<file path="src/rtl/hid_report_rx_deframer_fifo_top_macros.svh">
// Assertion macros for the HID report deframer.
`ifndef HID_REPORT_RX_DEFRAMER_FIFO_TOP_MACROS_SVH
`define HID_REPORT_RX_DEFRAMER_FIFO_TOP_MACROS_SVH
`ifndef SYNTHESIS
// Same-cycle implication, checked on every rising edge outside reset.
`define HRDF_ASSERT_NOW(label, clk, rst_n, ante, cons) \
    label: assert property (@(posedge clk) disable iff (!rst_n) (ante) |-> (cons)) \
        else $error("hrdf: same-cycle check failed");
// Next-cycle implication.
`define HRDF_ASSERT_NEXT(label, clk, rst_n, ante, cons) \
    label: assert property (@(posedge clk) disable iff (!rst_n) (ante) |=> (cons)) \
        else $error("hrdf: next-cycle check failed");
`else
`define HRDF_ASSERT_NOW(label, clk, rst_n, ante, cons)
`define HRDF_ASSERT_NEXT(label, clk, rst_n, ante, cons)
`endif
`endif

</file>
<file path="src/rtl/hrdf_pkg.sv">
// Shared types and constants for the HID report deframer.
`timescale 1ns / 1ps

package hrdf_pkg;

    typedef enum logic [1:0] {
        CMD_HEADER = 2'd0,
        CMD_BYTE   = 2'd1,
        CMD_POP    = 2'd2,
        CMD_REARM  = 2'd3
    } t_cmd;

    typedef enum logic [2:0] {
        ST_IDLE      = 3'd0,
        ST_HDR_OK    = 3'd1,
        ST_HDR_IGN   = 3'd2,
        ST_HDR_REF   = 3'd3,
        ST_STORED    = 3'd4,
        ST_DISCARDED = 3'd5
    } t_status;

    localparam logic [7:0] ID_SMALL  = 8'd1;
    localparam logic [7:0] ID_LARGE  = 8'd2;
    localparam logic [7:0] CAP_SMALL = 8'd13;
    localparam logic [7:0] CAP_LARGE = 8'd29;

    // Header decision handed from the checker to the ring control.
    typedef struct packed {
        t_status    status;
        logic [4:0] len;
    } t_hdr_dec;

endpackage

</file>
<file path="src/rtl/hid_report_rx_deframer_fifo_top.sv">
// Top level of the HID output report deframer and byte ring.
`timescale 1ns / 1ps
//
// Usage
//   Input channel (i_item_valid / o_item_stall) carries one command word:
//   a packet header (count, report id, length), a packet byte, a pop or a
//   rearm. Output channel (o_res_valid / i_res_stall) returns exactly one
//   result word per command: status, popped byte, rearm, stall flag, drop
//   count and ring fill level after that command.
//   A word passes the input register, then the result register, on its way
//   to the result. Throughput: one word per cycle sustained while i_res_stall
//   is low; all state updates are single adds and compares between the input
//   register and the result register, and the ring is read and written once
//   per cycle through one port each.
//   Receiver stall: the result register holds; the input register still
//   holds one word, after which o_item_stall rises. No word is lost.
//   Reset (synchronous, active low) clears pointers, stall flag, drop count
//   and pending byte count at once; the ring store itself is not cleared and
//   needs no clearing pass, since only written slots are ever popped.
//   Packet length is clamped to the bytes present and to 13 (id 1) or 29
//   (id 2); one ring slot is always kept free.
`include "hid_report_rx_deframer_fifo_top_macros.svh"

module hid_report_rx_deframer_fifo_top #(
    parameter int RING_DEPTH       = 256,
    parameter int PACKET_MAX_BYTES = 64
) (
    input  logic        i_clk,
    input  logic        i_rst_n,
    // command words
    input  logic        i_item_valid,
    output logic        o_item_stall,
    input  logic [1:0]  i_cmd,
    input  logic [6:0]  i_packet_bytes,
    input  logic [7:0]  i_report_id,
    input  logic [7:0]  i_length_field,
    input  logic [7:0]  i_data_byte,
    // result words
    output logic        o_res_valid,
    input  logic        i_res_stall,
    output logic [2:0]  o_status,
    output logic [7:0]  o_out_byte,
    output logic        o_out_valid,
    output logic        o_rearm,
    output logic        o_stalled,
    output logic [15:0] o_drop_count,
    output logic [7:0]  o_fill_level
);

    localparam int PW = (RING_DEPTH > 1) ? $clog2(RING_DEPTH) : 1;
    // fill width: holds the depth and is at least a byte wide for the port
    localparam int FW = (PW + 1 > 8) ? PW + 1 : 8;

    // ring store, no reset
    logic [7:0] r_ring [RING_DEPTH];

    // input register
    logic        r_s1_vld;
    logic [1:0]  r_s1_cmd;
    logic [6:0]  r_s1_cnt;
    logic [7:0]  r_s1_id;
    logic [7:0]  r_s1_len;
    logic [7:0]  r_s1_data;

    // control state
    logic [PW-1:0] r_wr_ptr, n_wr_ptr;
    logic [PW-1:0] r_rd_ptr, n_rd_ptr;
    logic          r_stall_flag, n_stall_flag;
    logic [15:0]   r_drop_cnt, n_drop_cnt;
    logic [4:0]    r_to_store, n_to_store;
    // the packet's remaining byte count never shows at the outputs and is
    // not kept

    // result register
    logic          r_res_vld;
    logic [2:0]    r_status, n_status;
    logic          r_popv, n_popv;
    logic          r_rearm, n_rearm;
    logic [7:0]    r_pop_data;
    logic [FW-1:0] r_fill, n_fill;

    logic          s2_load;
    logic          s1_adv;
    logic          do_write;
    logic          do_read;
    logic [FW-1:0] used;
    logic [FW-1:0] n_used;
    logic [FW-1:0] free;
    logic [PW-1:0] wr_next;
    logic [PW-1:0] rd_next;
    hrdf_pkg::t_cmd     s1_cmd;
    hrdf_pkg::t_hdr_dec hdr_dec;

    assign s2_load      = !r_res_vld || !i_res_stall;
    assign s1_adv       = r_s1_vld && s2_load;
    assign o_item_stall = r_s1_vld && !s2_load;
    assign s1_cmd       = hrdf_pkg::t_cmd'(r_s1_cmd);

    assign wr_next = (r_wr_ptr == PW'(RING_DEPTH - 1)) ? '0 : r_wr_ptr + 1'b1;
    assign rd_next = (r_rd_ptr == PW'(RING_DEPTH - 1)) ? '0 : r_rd_ptr + 1'b1;

    always_comb begin
        if (r_wr_ptr >= r_rd_ptr) begin
            used = FW'(r_wr_ptr) - FW'(r_rd_ptr);
        end else begin
            used = FW'(r_wr_ptr) + FW'(RING_DEPTH) - FW'(r_rd_ptr);
        end
        free = FW'(RING_DEPTH - 1) - used;
    end

    hrdf_hdr_check #(
        .PACKET_MAX_BYTES (PACKET_MAX_BYTES),
        .FREE_W           (FW)
    ) u_hdr_check (
        .i_count (r_s1_cnt),
        .i_id    (r_s1_id),
        .i_len   (r_s1_len),
        .i_free  (free),
        .o_dec   (hdr_dec)
    );

    // per-command state update
    always_comb begin
        n_wr_ptr     = r_wr_ptr;
        n_rd_ptr     = r_rd_ptr;
        n_stall_flag = r_stall_flag;
        n_drop_cnt   = r_drop_cnt;
        n_to_store   = r_to_store;
        n_status     = hrdf_pkg::ST_IDLE;
        n_popv       = 1'b0;
        n_rearm      = 1'b0;
        do_write     = 1'b0;
        do_read      = 1'b0;
        case (s1_cmd)
            hrdf_pkg::CMD_HEADER: begin
                n_status   = hdr_dec.status;
                n_to_store = hdr_dec.len;
                if (hdr_dec.status == hrdf_pkg::ST_HDR_REF) begin
                    n_drop_cnt   = r_drop_cnt + 16'd1;
                    n_stall_flag = 1'b1;
                end
            end
            hrdf_pkg::CMD_BYTE: begin
                n_status = hrdf_pkg::ST_DISCARDED;
                if (r_to_store != 5'd0) begin
                    n_to_store = r_to_store - 5'd1;
                    if (used < FW'(RING_DEPTH - 1)) begin
                        do_write = 1'b1;
                        n_wr_ptr = wr_next;
                        n_status = hrdf_pkg::ST_STORED;
                    end
                end
            end
            hrdf_pkg::CMD_POP: begin
                if (r_wr_ptr != r_rd_ptr) begin
                    do_read  = 1'b1;
                    n_popv   = 1'b1;
                    n_rd_ptr = rd_next;
                end
            end
            hrdf_pkg::CMD_REARM: begin
                if (r_stall_flag) begin
                    n_stall_flag = 1'b0;
                    n_rearm      = 1'b1;
                end
            end
            default: begin
                n_status = hrdf_pkg::ST_IDLE;
            end
        endcase
        // fill after this word: at most one of write and read happens
        n_used = used;
        if (do_write) begin
            n_used = used + 1'b1;
        end else if (do_read) begin
            n_used = used - 1'b1;
        end
        n_fill = n_used;
    end

    // control registers
    always_ff @(posedge i_clk) begin
        if (!i_rst_n) begin
            r_s1_vld     <= 1'b0;
            r_res_vld    <= 1'b0;
            r_wr_ptr     <= '0;
            r_rd_ptr     <= '0;
            r_stall_flag <= 1'b0;
            r_drop_cnt   <= 16'd0;
            r_to_store   <= 5'd0;
        end else begin
            if (!o_item_stall) begin
                r_s1_vld <= i_item_valid;
            end
            if (s2_load) begin
                r_res_vld <= r_s1_vld;
            end
            if (s1_adv) begin
                r_wr_ptr     <= n_wr_ptr;
                r_rd_ptr     <= n_rd_ptr;
                r_stall_flag <= n_stall_flag;
                r_drop_cnt   <= n_drop_cnt;
                r_to_store   <= n_to_store;
            end
        end
    end

    // payload registers
    always_ff @(posedge i_clk) begin
        if (!o_item_stall && i_item_valid) begin
            r_s1_cmd  <= i_cmd;
            r_s1_cnt  <= i_packet_bytes;
            r_s1_id   <= i_report_id;
            r_s1_len  <= i_length_field;
            r_s1_data <= i_data_byte;
        end
        if (s1_adv) begin
            r_status <= n_status;
            r_popv   <= n_popv;
            r_rearm  <= n_rearm;
            r_fill   <= n_fill;
        end
    end

    // ring port: one write, one registered read; a pop never shares its word with a write
    always_ff @(posedge i_clk) begin
        if (s1_adv && do_write) begin
            r_ring[r_wr_ptr] <= r_s1_data;
        end
        if (s1_adv) begin
            r_pop_data <= r_ring[r_rd_ptr];
        end
    end

    assign o_res_valid  = r_res_vld;
    assign o_status     = r_status;
    assign o_out_valid  = r_popv;
    assign o_out_byte   = r_popv ? r_pop_data : 8'd0;
    assign o_rearm      = r_rearm;
    assign o_stalled    = r_stall_flag;
    assign o_drop_count = r_drop_cnt;
    assign o_fill_level = r_fill[7:0];

    // checks
    `HRDF_ASSERT_NOW(a_ring_reserve, i_clk, i_rst_n, 1'b1, used <= FW'(RING_DEPTH - 1))
    `HRDF_ASSERT_NEXT(a_refuse_counts, i_clk, i_rst_n, s1_adv && s1_cmd == hrdf_pkg::CMD_HEADER && hdr_dec.status == hrdf_pkg::ST_HDR_REF, r_stall_flag && r_drop_cnt == 16'($past(r_drop_cnt) + 16'd1))
    `HRDF_ASSERT_NOW(a_pop_is_idle, i_clk, i_rst_n, r_res_vld && r_popv, r_status == hrdf_pkg::ST_IDLE && !r_rearm)
    `HRDF_ASSERT_NEXT(a_pop_moves_rd, i_clk, i_rst_n, s1_adv && do_read, r_rd_ptr == $past(rd_next) && r_wr_ptr == $past(r_wr_ptr))

endmodule

</file>
<file path="src/rtl/hrdf_hdr_check.sv">
// Header validation and payload length clamping.
`timescale 1ns / 1ps

module hrdf_hdr_check #(
    parameter int PACKET_MAX_BYTES = 64,
    parameter int FREE_W           = 9
) (
    input  logic [6:0]        i_count,
    input  logic [7:0]        i_id,
    input  logic [7:0]        i_len,
    input  logic [FREE_W-1:0] i_free,
    output hrdf_pkg::t_hdr_dec o_dec
);

    logic [6:0] cnt_m2;
    logic [7:0] len_a;
    logic [7:0] len_b;
    logic       bad_count;
    logic       bad_id;

    always_comb begin
        cnt_m2    = i_count - 7'd2;
        bad_count = (i_count < 7'd2) || (i_count > 7'(PACKET_MAX_BYTES));
        bad_id    = (i_id != hrdf_pkg::ID_SMALL) && (i_id != hrdf_pkg::ID_LARGE);

        // clamp to bytes present, then to the per-id cap
        len_a = (i_len > {1'b0, cnt_m2}) ? {1'b0, cnt_m2} : i_len;
        len_b = len_a;
        if (i_id == hrdf_pkg::ID_SMALL && len_a > hrdf_pkg::CAP_SMALL) begin
            len_b = hrdf_pkg::CAP_SMALL;
        end else if (i_id == hrdf_pkg::ID_LARGE && len_a > hrdf_pkg::CAP_LARGE) begin
            len_b = hrdf_pkg::CAP_LARGE;
        end

        o_dec.len = 5'd0;
        if (bad_count || bad_id || len_b == 8'd0) begin
            o_dec.status = hrdf_pkg::ST_HDR_IGN;
        end else if (FREE_W'(len_b[4:0]) > i_free) begin
            o_dec.status = hrdf_pkg::ST_HDR_REF;
        end else begin
            o_dec.status = hrdf_pkg::ST_HDR_OK;
            o_dec.len    = len_b[4:0];
        end
    end

endmodule

</file>
<file path="config.mk">
export PLATFORM = sky130hd
export DESIGN_NAME = hid_report_rx_deframer_fifo_top
export DESIGN_NICKNAME = d
export VERILOG_FILES = /design/src/rtl/hrdf_pkg.sv /design/src/rtl/hid_report_rx_deframer_fifo_top.sv /design/src/rtl/hrdf_hdr_check.sv
export VERILOG_INCLUDE_DIRS = /design/src /design/src/rtl
export SDC_FILE = /design/constraint.sdc
export NUM_CORES = 2
export LEC_CHECK = 0
export BUFFER_PORTS_ARGS = -buffer_cell sky130_fd_sc_hd__buf_2
export CAP_MARGIN = 15
export CORE_MARGIN = 8
export CORE_UTILIZATION = 55
export DETAILED_ROUTE_END_ITERATION = 7
export HOLD_SLACK_MARGIN = 0.05
export PLACE_DENSITY = 0.73
export SLEW_MARGIN = 10
export SYNTH_ARGS = -nofsm -noshare
export SYNTH_HDL_FRONTEND = slang
export SYNTH_SLANG_ARGS = --single-unit
</file>
<file path="constraint.sdc">
create_clock -name i_clk -period 6.2 [get_ports i_clk]
set_clock_uncertainty 0.1 [all_clocks]
set_input_delay 1.24 -clock i_clk [delete_from_list [all_inputs] [get_ports i_clk]]
set_output_delay 1.24 -clock i_clk [all_outputs]
set_load 0.1 [all_outputs]
</file>
# After elaboration in Yosys (flattened, before gate mapping)
# Memory sizes are Yosys's and may differ from the RTL's. A register that Yosys moved wholly into a read port is not among the register bits.
# Cells that the tools add are included.
[op_classes]
addsub = 11
magnitude_cmp = 8
n_eq_ne = 13
n_mux = 28
n_reduce_logical = 25
[op_table]
columns = ["cell", "n"]
rows = [
  ["8-bit two-way mux", 8],
  ["8-bit by 1-bit adder with 8-bit output, second input constant", 3],
  ["16-bit by 1-bit adder with 16-bit output, second input constant", 1],
  ["8-bit equality test, second input constant", 2],
  ["5-bit two-way mux", 3],
  ["3-bit AND reduction", 4],
  ["1-bit two-way mux", 11],
  ["5-bit one-hot mux with 2 select lines", 1],
  ["8-bit by 9-bit adder with 9-bit output, second input constant", 1],
  ["5-bit by 9-bit greater-than comparator with 1-bit output", 1],
  ["9-bit by 8-bit less-than comparator with 1-bit output, second input constant", 1],
  ["9-bit two-way mux", 1],
  ["8-bit by 8-bit subtractor with 9-bit output", 1],
  ["8-bit by 9-bit subtractor with 9-bit output, first input constant", 1],
  ["9-bit by 8-bit subtractor with 9-bit output", 1],
  ["8-bit by 1-bit equality test with 1-bit output, second input constant", 1],
  ["8-bit by 2-bit equality test with 1-bit output, second input constant", 1],
  ["8-bit greater-or-equal comparator", 1],
  ["8-bit by 4-bit greater-than comparator with 1-bit output, second input constant", 1],
  ["8-bit by 5-bit greater-than comparator with 1-bit output, second input constant", 1],
  ["8-bit by 7-bit greater-than comparator with 1-bit output", 1],
  ["8-bit logical NOT", 1],
  ["8-bit by 1-bit inequality test with 1-bit output, second input constant", 1],
  ["8-bit by 2-bit inequality test with 1-bit output, second input constant", 1],
  ["20 further kinds", 36],
]
[totals]
register_bits = 86
mem_bits_rw = 2048
inputBits = 37
word_cells = 102
n_memories = 1
[memory_table]
columns = ["name", "words", "word_bits", "read_ports", "rd_clocked_by_memory_dff", "write_ports", "line_no", "source"]
rows = [
  ["r_ring", 256, 8, 1, 1, 1, "hid_report_rx_deframer_fifo_top.sv:55", "logic [7:0] r_ring [RING_DEPTH];"],
]

# Longest topological paths before layout
[depth]
word_depth = 13
ltp_mapped = 24

# Cells and area by module
# Synthesis repeated with hierarchy kept, for this count alone.
[hier_totals]
cells_unflattened = 4119
area_unflattened_um2 = 84526.1
[by_module_without_submodules]
columns = ["module", "n_inst", "cells_per_inst", "area_each_um2", "seq_area_each_um2"]
rows = [
  ["hid_report_rx_deframer_fifo_top", 1, 4012, 83755.3, 63921.3],
  ["hrdf_hdr_check", 1, 107, 770.7, 0.0],
]

# Worst setup path before layout
# Ideal clock, no wire load.
[synth_timing]
path_type = "flip-flop to flip-flop"
start = "register r_s1_cnt[1]"
end = "register r_drop_cnt[10] (netlist: o_drop_count[10])"
t_arrival_ns = 4.727
setup_slack_ns = 1.258
path_stages_with_launch = 24
path_buffers = 2
synth_period_minus_slack_ns = 4.942
cell_sequence = "edfxtp_1 clkbuf_1 inv_1 ha_1 xnor2_1 ha_1 a21oi_1 o21ai_0 a221o_1 buf_2 a211o_1 nand2_1 o21a_1 o211a_1 inv_1 ha_1 o21a_1 o21a_1 o21a_1 o2111ai_1 a211o_1 nor4_1 a31oi_1 o21a_1"
[synth_via]
elab_chain_len = 12
word_cells_on_any_way = 20
[synth_rtl]
columns = ["element", "line_no", "source"]
rows = [
  ["from (decl)", "hid_report_rx_deframer_fifo_top.sv:60", "logic [6:0] r_s1_cnt;"],
  ["from (signal assigned)", "hid_report_rx_deframer_fifo_top.sv:212", "r_s1_cnt <= i_packet_bytes;"],
  ["7-bit by 2-bit subtractor with 7-bit output", "hrdf_hdr_check.sv:22", "cnt_m2 = i_count - 7'd2;"],
  ["8-bit by 7-bit greater-than comparator with 1-bit output", "hrdf_hdr_check.sv:27", "len_a = (i_len > {1'b0, cnt_m2}) ? {1'b0, cnt_m2} : i_len;"],
  ["8-bit two-way mux", "hrdf_hdr_check.sv:27", ""],
  ["8-bit by 5-bit greater-than comparator with 1-bit output", "hrdf_hdr_check.sv:31", "end else if (i_id == hrdf_pkg::ID_LARGE && len_a > hrdf_pkg::CAP_LARGE) begin"],
  ["1-bit logical AND", "hrdf_hdr_check.sv:31", ""],
  ["8-bit two-way mux", "hrdf_hdr_check.sv:31", ""],
  ["8-bit two-way mux", "hrdf_hdr_check.sv:29", "if (i_id == hrdf_pkg::ID_SMALL && len_a > hrdf_pkg::CAP_SMALL) begin"],
  ["5-bit by 9-bit greater-than comparator with 1-bit output or 8-bit logical NOT (tied branches)", "hrdf_hdr_check.sv:38, hrdf_hdr_check.sv:36", ""],
  ["2-bit two-way mux or 1-bit logical OR (tied branches)", "hrdf_hdr_check.sv:38, hrdf_hdr_check.sv:36", ""],
  ["2-bit two-way mux (*)", "hrdf_hdr_check.sv:36", "if (bad_count || bad_id || len_b == 8'd0) begin"],
  ["3-bit by 2-bit equality test with 1-bit output (*)", "hid_report_rx_deframer_fifo_top.sv:138", "if (hdr_dec.status == hrdf_pkg::ST_HDR_REF) begin"],
  ["3-bit AND reduction (no line) (*)", "n/a", ""],
  ["to (signal assigned)", "hid_report_rx_deframer_fifo_top.sv:202", "r_drop_cnt <= n_drop_cnt;"],
  ["to (decl)", "hid_report_rx_deframer_fifo_top.sv:69", "logic [15:0] r_drop_cnt, n_drop_cnt;"],
]
# Mark *: on every way between the ends. The rest lies on a longest branch, timed or not.
# A chain may end at the register's enable or synchronous reset.

# Worst setup path in the final report
# Ends and elaborated chain as after synthesis.

==> out/results.txt <==
Most frequent cell on the critical path: sky130_fd_sc_hd__o21a_1. Adder-cell share of the synthesized area: 0.469%. Setup repair after global routing left no endpoint under its margin. Buffers inserted during clock tree synthesis total 200.

The fraction of final layout cells with drive strength greater than 1 was 28.1%. After synthesis, the largest family of logic cells by area is multiplexers. The maximum cell stage delay along the critical path was 0.61 ns; the per-cell via count in the routed design was 6.48.

The timing endpoint of the critical path was o_drop_count[10]. The number of setup buffers added after CTS is 0. The number of global-route vias before repair was 39540.

Ranked by instance count, the synthesized netlist is headed by 2102 x sky130_fd_sc_hd__edfxtp_1, 680 x sky130_fd_sc_hd__mux4_2, 297 x sky130_fd_sc_hd__nor2_1. The vertical die dimension is 407 µm. The tools report the worst max-slew margin expressed relative to the limit as 5.46%. Of all cell types, the one taking the most synthesized area is sky130_fd_sc_hd__edfxtp_1. The cell area that synthesis handed to floorplanning was 84100 µm². The routability congestion estimate is 0.814.

In the post-synthesis netlist, the cell with the most instances is sky130_fd_sc_hd__edfxtp_1. The die span in x was 407 µm. The post-layout total power was 0.0281 W; the largest fanout of any net on the critical path was 10. The logs give 77 for the count of pins on the block boundary and 0.000329 V for the peak ir drop on the vdd network. The H-tree was split into 4 levels.

Yosys mapped the design onto 71 distinct sky130hd cell types. Summing the areas of all compound-gate instances in the mapped netlist gives 0.813% of the synthesized area. The all-layer global routing usage was 22.9%. Summing the areas of all and, or, nand and nor instances in the mapped netlist gives 2.82% of the synthesized area. Setup violations remaining at the end of the flow were counted as 0. The total count of max-transition violations in the final report was 0. The routed layout has 39388 vias. The logs give 5 for the number of iterations in the first detailed-routing pass and 152000 µm² for the area of the core. For the initial antenna violation count, the log shows 7. For this block, the initial DRC count from the detailed router was 4412. The endpoint of the worst-slack reg-to-reg timing path was o_drop_count[10]. Global route total overflow: 0. Power spread over the standard cell area amounts to 302 nW/µm².

The count of nets left with antenna violations once routing finished came out at 0. The setup slack of the most critical reg-to-reg path came out at 0.50 ns. The flow ran to the end, and the final reports show no timing, DRC or antenna violations. On the critical path the largest part of the delay comes from compound AO/OA/AOI/OAI gates.

The worst min-delay path class is reg2reg. Root buffer selected by CTS: sky130_fd_sc_hd__clkbuf_16. Across the run, the number of max-cap violations was 0. TritonCTS built the clock tree.

The wire length of the first global-routing pass came out at 276000 µm. The startpoint identified for the worst register-to-register timing path is r_s1_cnt[1]. The xor and xnor area share after synthesis was 0.376%. The total buffers and inverters traversed by the critical path was 1; the clock slew seen by the registers of the worst setup and hold paths was 0.06 ns.

For this run, asynchronously set or reset flops after synthesis account for 0%. The run gives 6.80 ns as the critical path required time. The critical path crosses 21 cells after its start point. Total DRC errors in the routed layout: 0. The kind of critical path is reg2reg. The signal on the critical path passes through inv_1 -> ha_1 -> xnor2_1 -> ha_1 -> a21oi_1 -> o21ai_0 -> a221o_1 -> nand2_1 -> o211ai_1 -> o21a_1 -> and2_1 -> ha_1 -> nor2b_1 -> o21a_1 -> o21a_1 -> o21a_1 -> o2111ai_1 -> a211o_1 -> nor4_1 -> a31oi_1 -> o21a_1. The tools report the total wirelength of the detailed-routed design as 189000 µm. The clock tree buffer depth is 3, and the synthesized netlist cell count is 3752. Area of the die: 166000 µm². For the static leakage, the log shows 27.9 nW.

The most used flip-flop cell after synthesis is sky130_fd_sc_hd__edfxtp_1. The type of element launching the critical path is a flip-flop. The logs give 0 ns for the post-route setup TNS and 76.0% for the part of the Yosys area used for sequential elements. The mean instance size in the synthesized netlist was 22.4 µm²; the highest clock frequency the design can meet was 175 MHz. The start point of the critical path is r_s1_cnt[1]. The synthesized design contains 2102 enable-type register cells. Ranked by total cell area, the synthesized netlist is headed by sky130_fd_sc_hd__edfxtp_1 75%, sky130_fd_sc_hd__mux4_2 18%, sky130_fd_sc_hd__nor2_1 1.3%. The wire length per cell was 31.1 µm; the final count of hold timing violations was 0.

Clock latency on the worst-skew pair, taken at its later pin, is 0.82 ns. For the warning count from the yosys run, the log shows 0. In this run the biggest area consumer among cell types represents 75.1% of the synthesized area.

The initialized floorplan defines 143 standard-cell rows. The tools report the placed wire-length estimate after detailed placement as 106000 µm. Slowest library cell on the worst path: sky130_fd_sc_hd__nor4_1. In the synthesized netlist, mux cells make up 18.3% of the area. Number of cell instances on the worst register-to-register path: 21. The tools report the largest net degree at the start of global routing as 209. After synthesis the netlist holds a flip-flop and latch count of 2142.

For the pin with the worst max-slew slack, the measured transition is 1.42 ns. The shortest period the worst path allows was 5.70 ns. STA classifies the critical path endpoint as a flip-flop.

Buffers inserted to repair hold after CTS numbered 0. The post-cts sizing count was 0; the area growth from synthesis to layout was 10.8%. The quantity of I/O buffers inserted on ports was 76; the clock sink total was 2142. The final worst-path cycle share was 92.0%; the initial standard-cell utilization of the core was 55.3%. For this run, the post-layout net count is 3951. The total nets after synthesis is 3819, and the data arrival time of the critical path is 6.31 ns.
[cell type report]
class	count	area (µm²)
Tap cell	2030	2540
Multi-Input combinational cell	1366	19200
Timing Repair Buffer	134	1050
Sequential cell	2142	63900
Clock inverter	116	900
Fill cell	10080	58800
Inverter	40	158
Antenna cell	4	10.0
Clock buffer	250	5300
[worst min path at each step]
stage,startpoint,cells past startpoint,end,slack [ns]
3_5_place_dp,r_to_store[4],2,r_to_store[4],0.36
6_report,r_to_store[4],2,r_to_store[4],0.37
5_1_grt,o_drop_count[15],2,o_drop_count[15],0.41
3_3_place_gp,o_drop_count[15],2,o_drop_count[15],0.36
2_1_floorplan,r_to_store[4],2,r_to_store[4],0.34
4_1_cts,r_to_store[4],2,r_to_store[4],0.37
[per-layer routing]
layer	up-vias	share of wire (%)	track usage, %
li1	16097	-	-
met1	21026	38	31.5
met2	1917	51	37.7
met3	344	8.0	3.86
met4	4	3.3	7.66
met5	-	0.013	0
[state kept, by name, indices dropped and copies added (netlist names), 3 cells and up]
signal	flops
r_ring	2048
o_drop_count	16
r_fill	8
r_pop_data	8
r_rd_ptr	8
r_s1_data	8
r_s1_id	8
r_s1_len	8
r_wr_ptr	8
r_s1_cnt	7
r_to_store	5
o_status	3
[power by group]
part / internal, W / total (W) / switching [W] / leakage, nW
Combinational: 0.0000669 / 0.000414 / 0.000347 / 5.63
Clock: 0.00657 / 0.0117 / 0.00515 / 3.05
Sequential: 0.0159 / 0.0159 / 0.0000214 / 19.2
Total: 0.0226 / 0.0281 / 0.00552 / 27.9
[worst min-delay path: cells and delay by family (launching register included)]
kind             cells  cell delay [ns]
AND/OR/NAND/NOR      1             0.06
AO/OA/AOI/OAI        1             0.05
flip-flops           1             0.31
[cells in the final DEF (no fill, tap or decap), types with 4 or more instances in the layout]
cell type and instances:
sky130_fd_sc_hd__edfxtp_1 2102, sky130_fd_sc_hd__mux4_2 680, sky130_fd_sc_hd__nor2_1 297, sky130_fd_sc_hd__clkbuf_16 205, sky130_fd_sc_hd__buf_2 76, sky130_fd_sc_hd__clkinv_1 50, sky130_fd_sc_hd__nand2_1 45, sky130_fd_sc_hd__clkbuf_1 45
sky130_fd_sc_hd__clkinv_2 41, sky130_fd_sc_hd__buf_4 40, sky130_fd_sc_hd__inv_1 37, sky130_fd_sc_hd__dfxtp_1 36, sky130_fd_sc_hd__nand4_1 30, sky130_fd_sc_hd__ha_1 29, sky130_fd_sc_hd__a21oi_1 24, sky130_fd_sc_hd__nand3_1 23
sky130_fd_sc_hd__xnor2_1 22, sky130_fd_sc_hd__nor3_1 19, sky130_fd_sc_hd__o21ai_0 19, sky130_fd_sc_hd__and3_1 18, sky130_fd_sc_hd__and2_1 15, sky130_fd_sc_hd__buf_12 15, sky130_fd_sc_hd__nand2b_1 13, sky130_fd_sc_hd__bufinv_16 13
sky130_fd_sc_hd__nand2_2 12, sky130_fd_sc_hd__xor2_1 9, sky130_fd_sc_hd__nor2b_1 9, sky130_fd_sc_hd__o21a_1 7, sky130_fd_sc_hd__inv_6 7, sky130_fd_sc_hd__mux2i_1 6, sky130_fd_sc_hd__a31o_2 6, sky130_fd_sc_hd__diode_2 4
sky130_fd_sc_hd__or2_2 4, sky130_fd_sc_hd__a21o_1 4, sky130_fd_sc_hd__nand3_2 4
[through the flow]
| stage | instances | util [%] | instance area [µm²] | hold slack, ns | setup WS, ns |
|---|---|---|---|---|---|
| after floorplan | 3752 | - | 84100 | 0.340 | 1.26 |
| after global placement | 5709 | 57.2 | 86800 | 0.360 | 0.736 |
| after CTS | 6077 | 61.3 | 93100 | 0.375 | 0.625 |
| after detailed placement | 5711 | 57.2 | 86900 | 0.364 | 0.674 |
| after global routing | 6078 | 61.3 | 93100 | 0.410 | 0.127 |
| final | 6082 | 61.3 | 93100 | 0.374 | 0.495 |
[kinds of logic (layout without fill, tap and decap cells)]
logic type	Yosys count	count (layout)
multiplexers	688	688
XOR/XNOR	33	33
flip-flops	2142	2142
adder cells (fa/ha/maj)	31	31
AND/OR/NAND/NOR	517	517
AO/OA/AOI/OAI	97	97
other	0	4
buffers and inverters	244	540
Power figures use the tool's default switching activity.
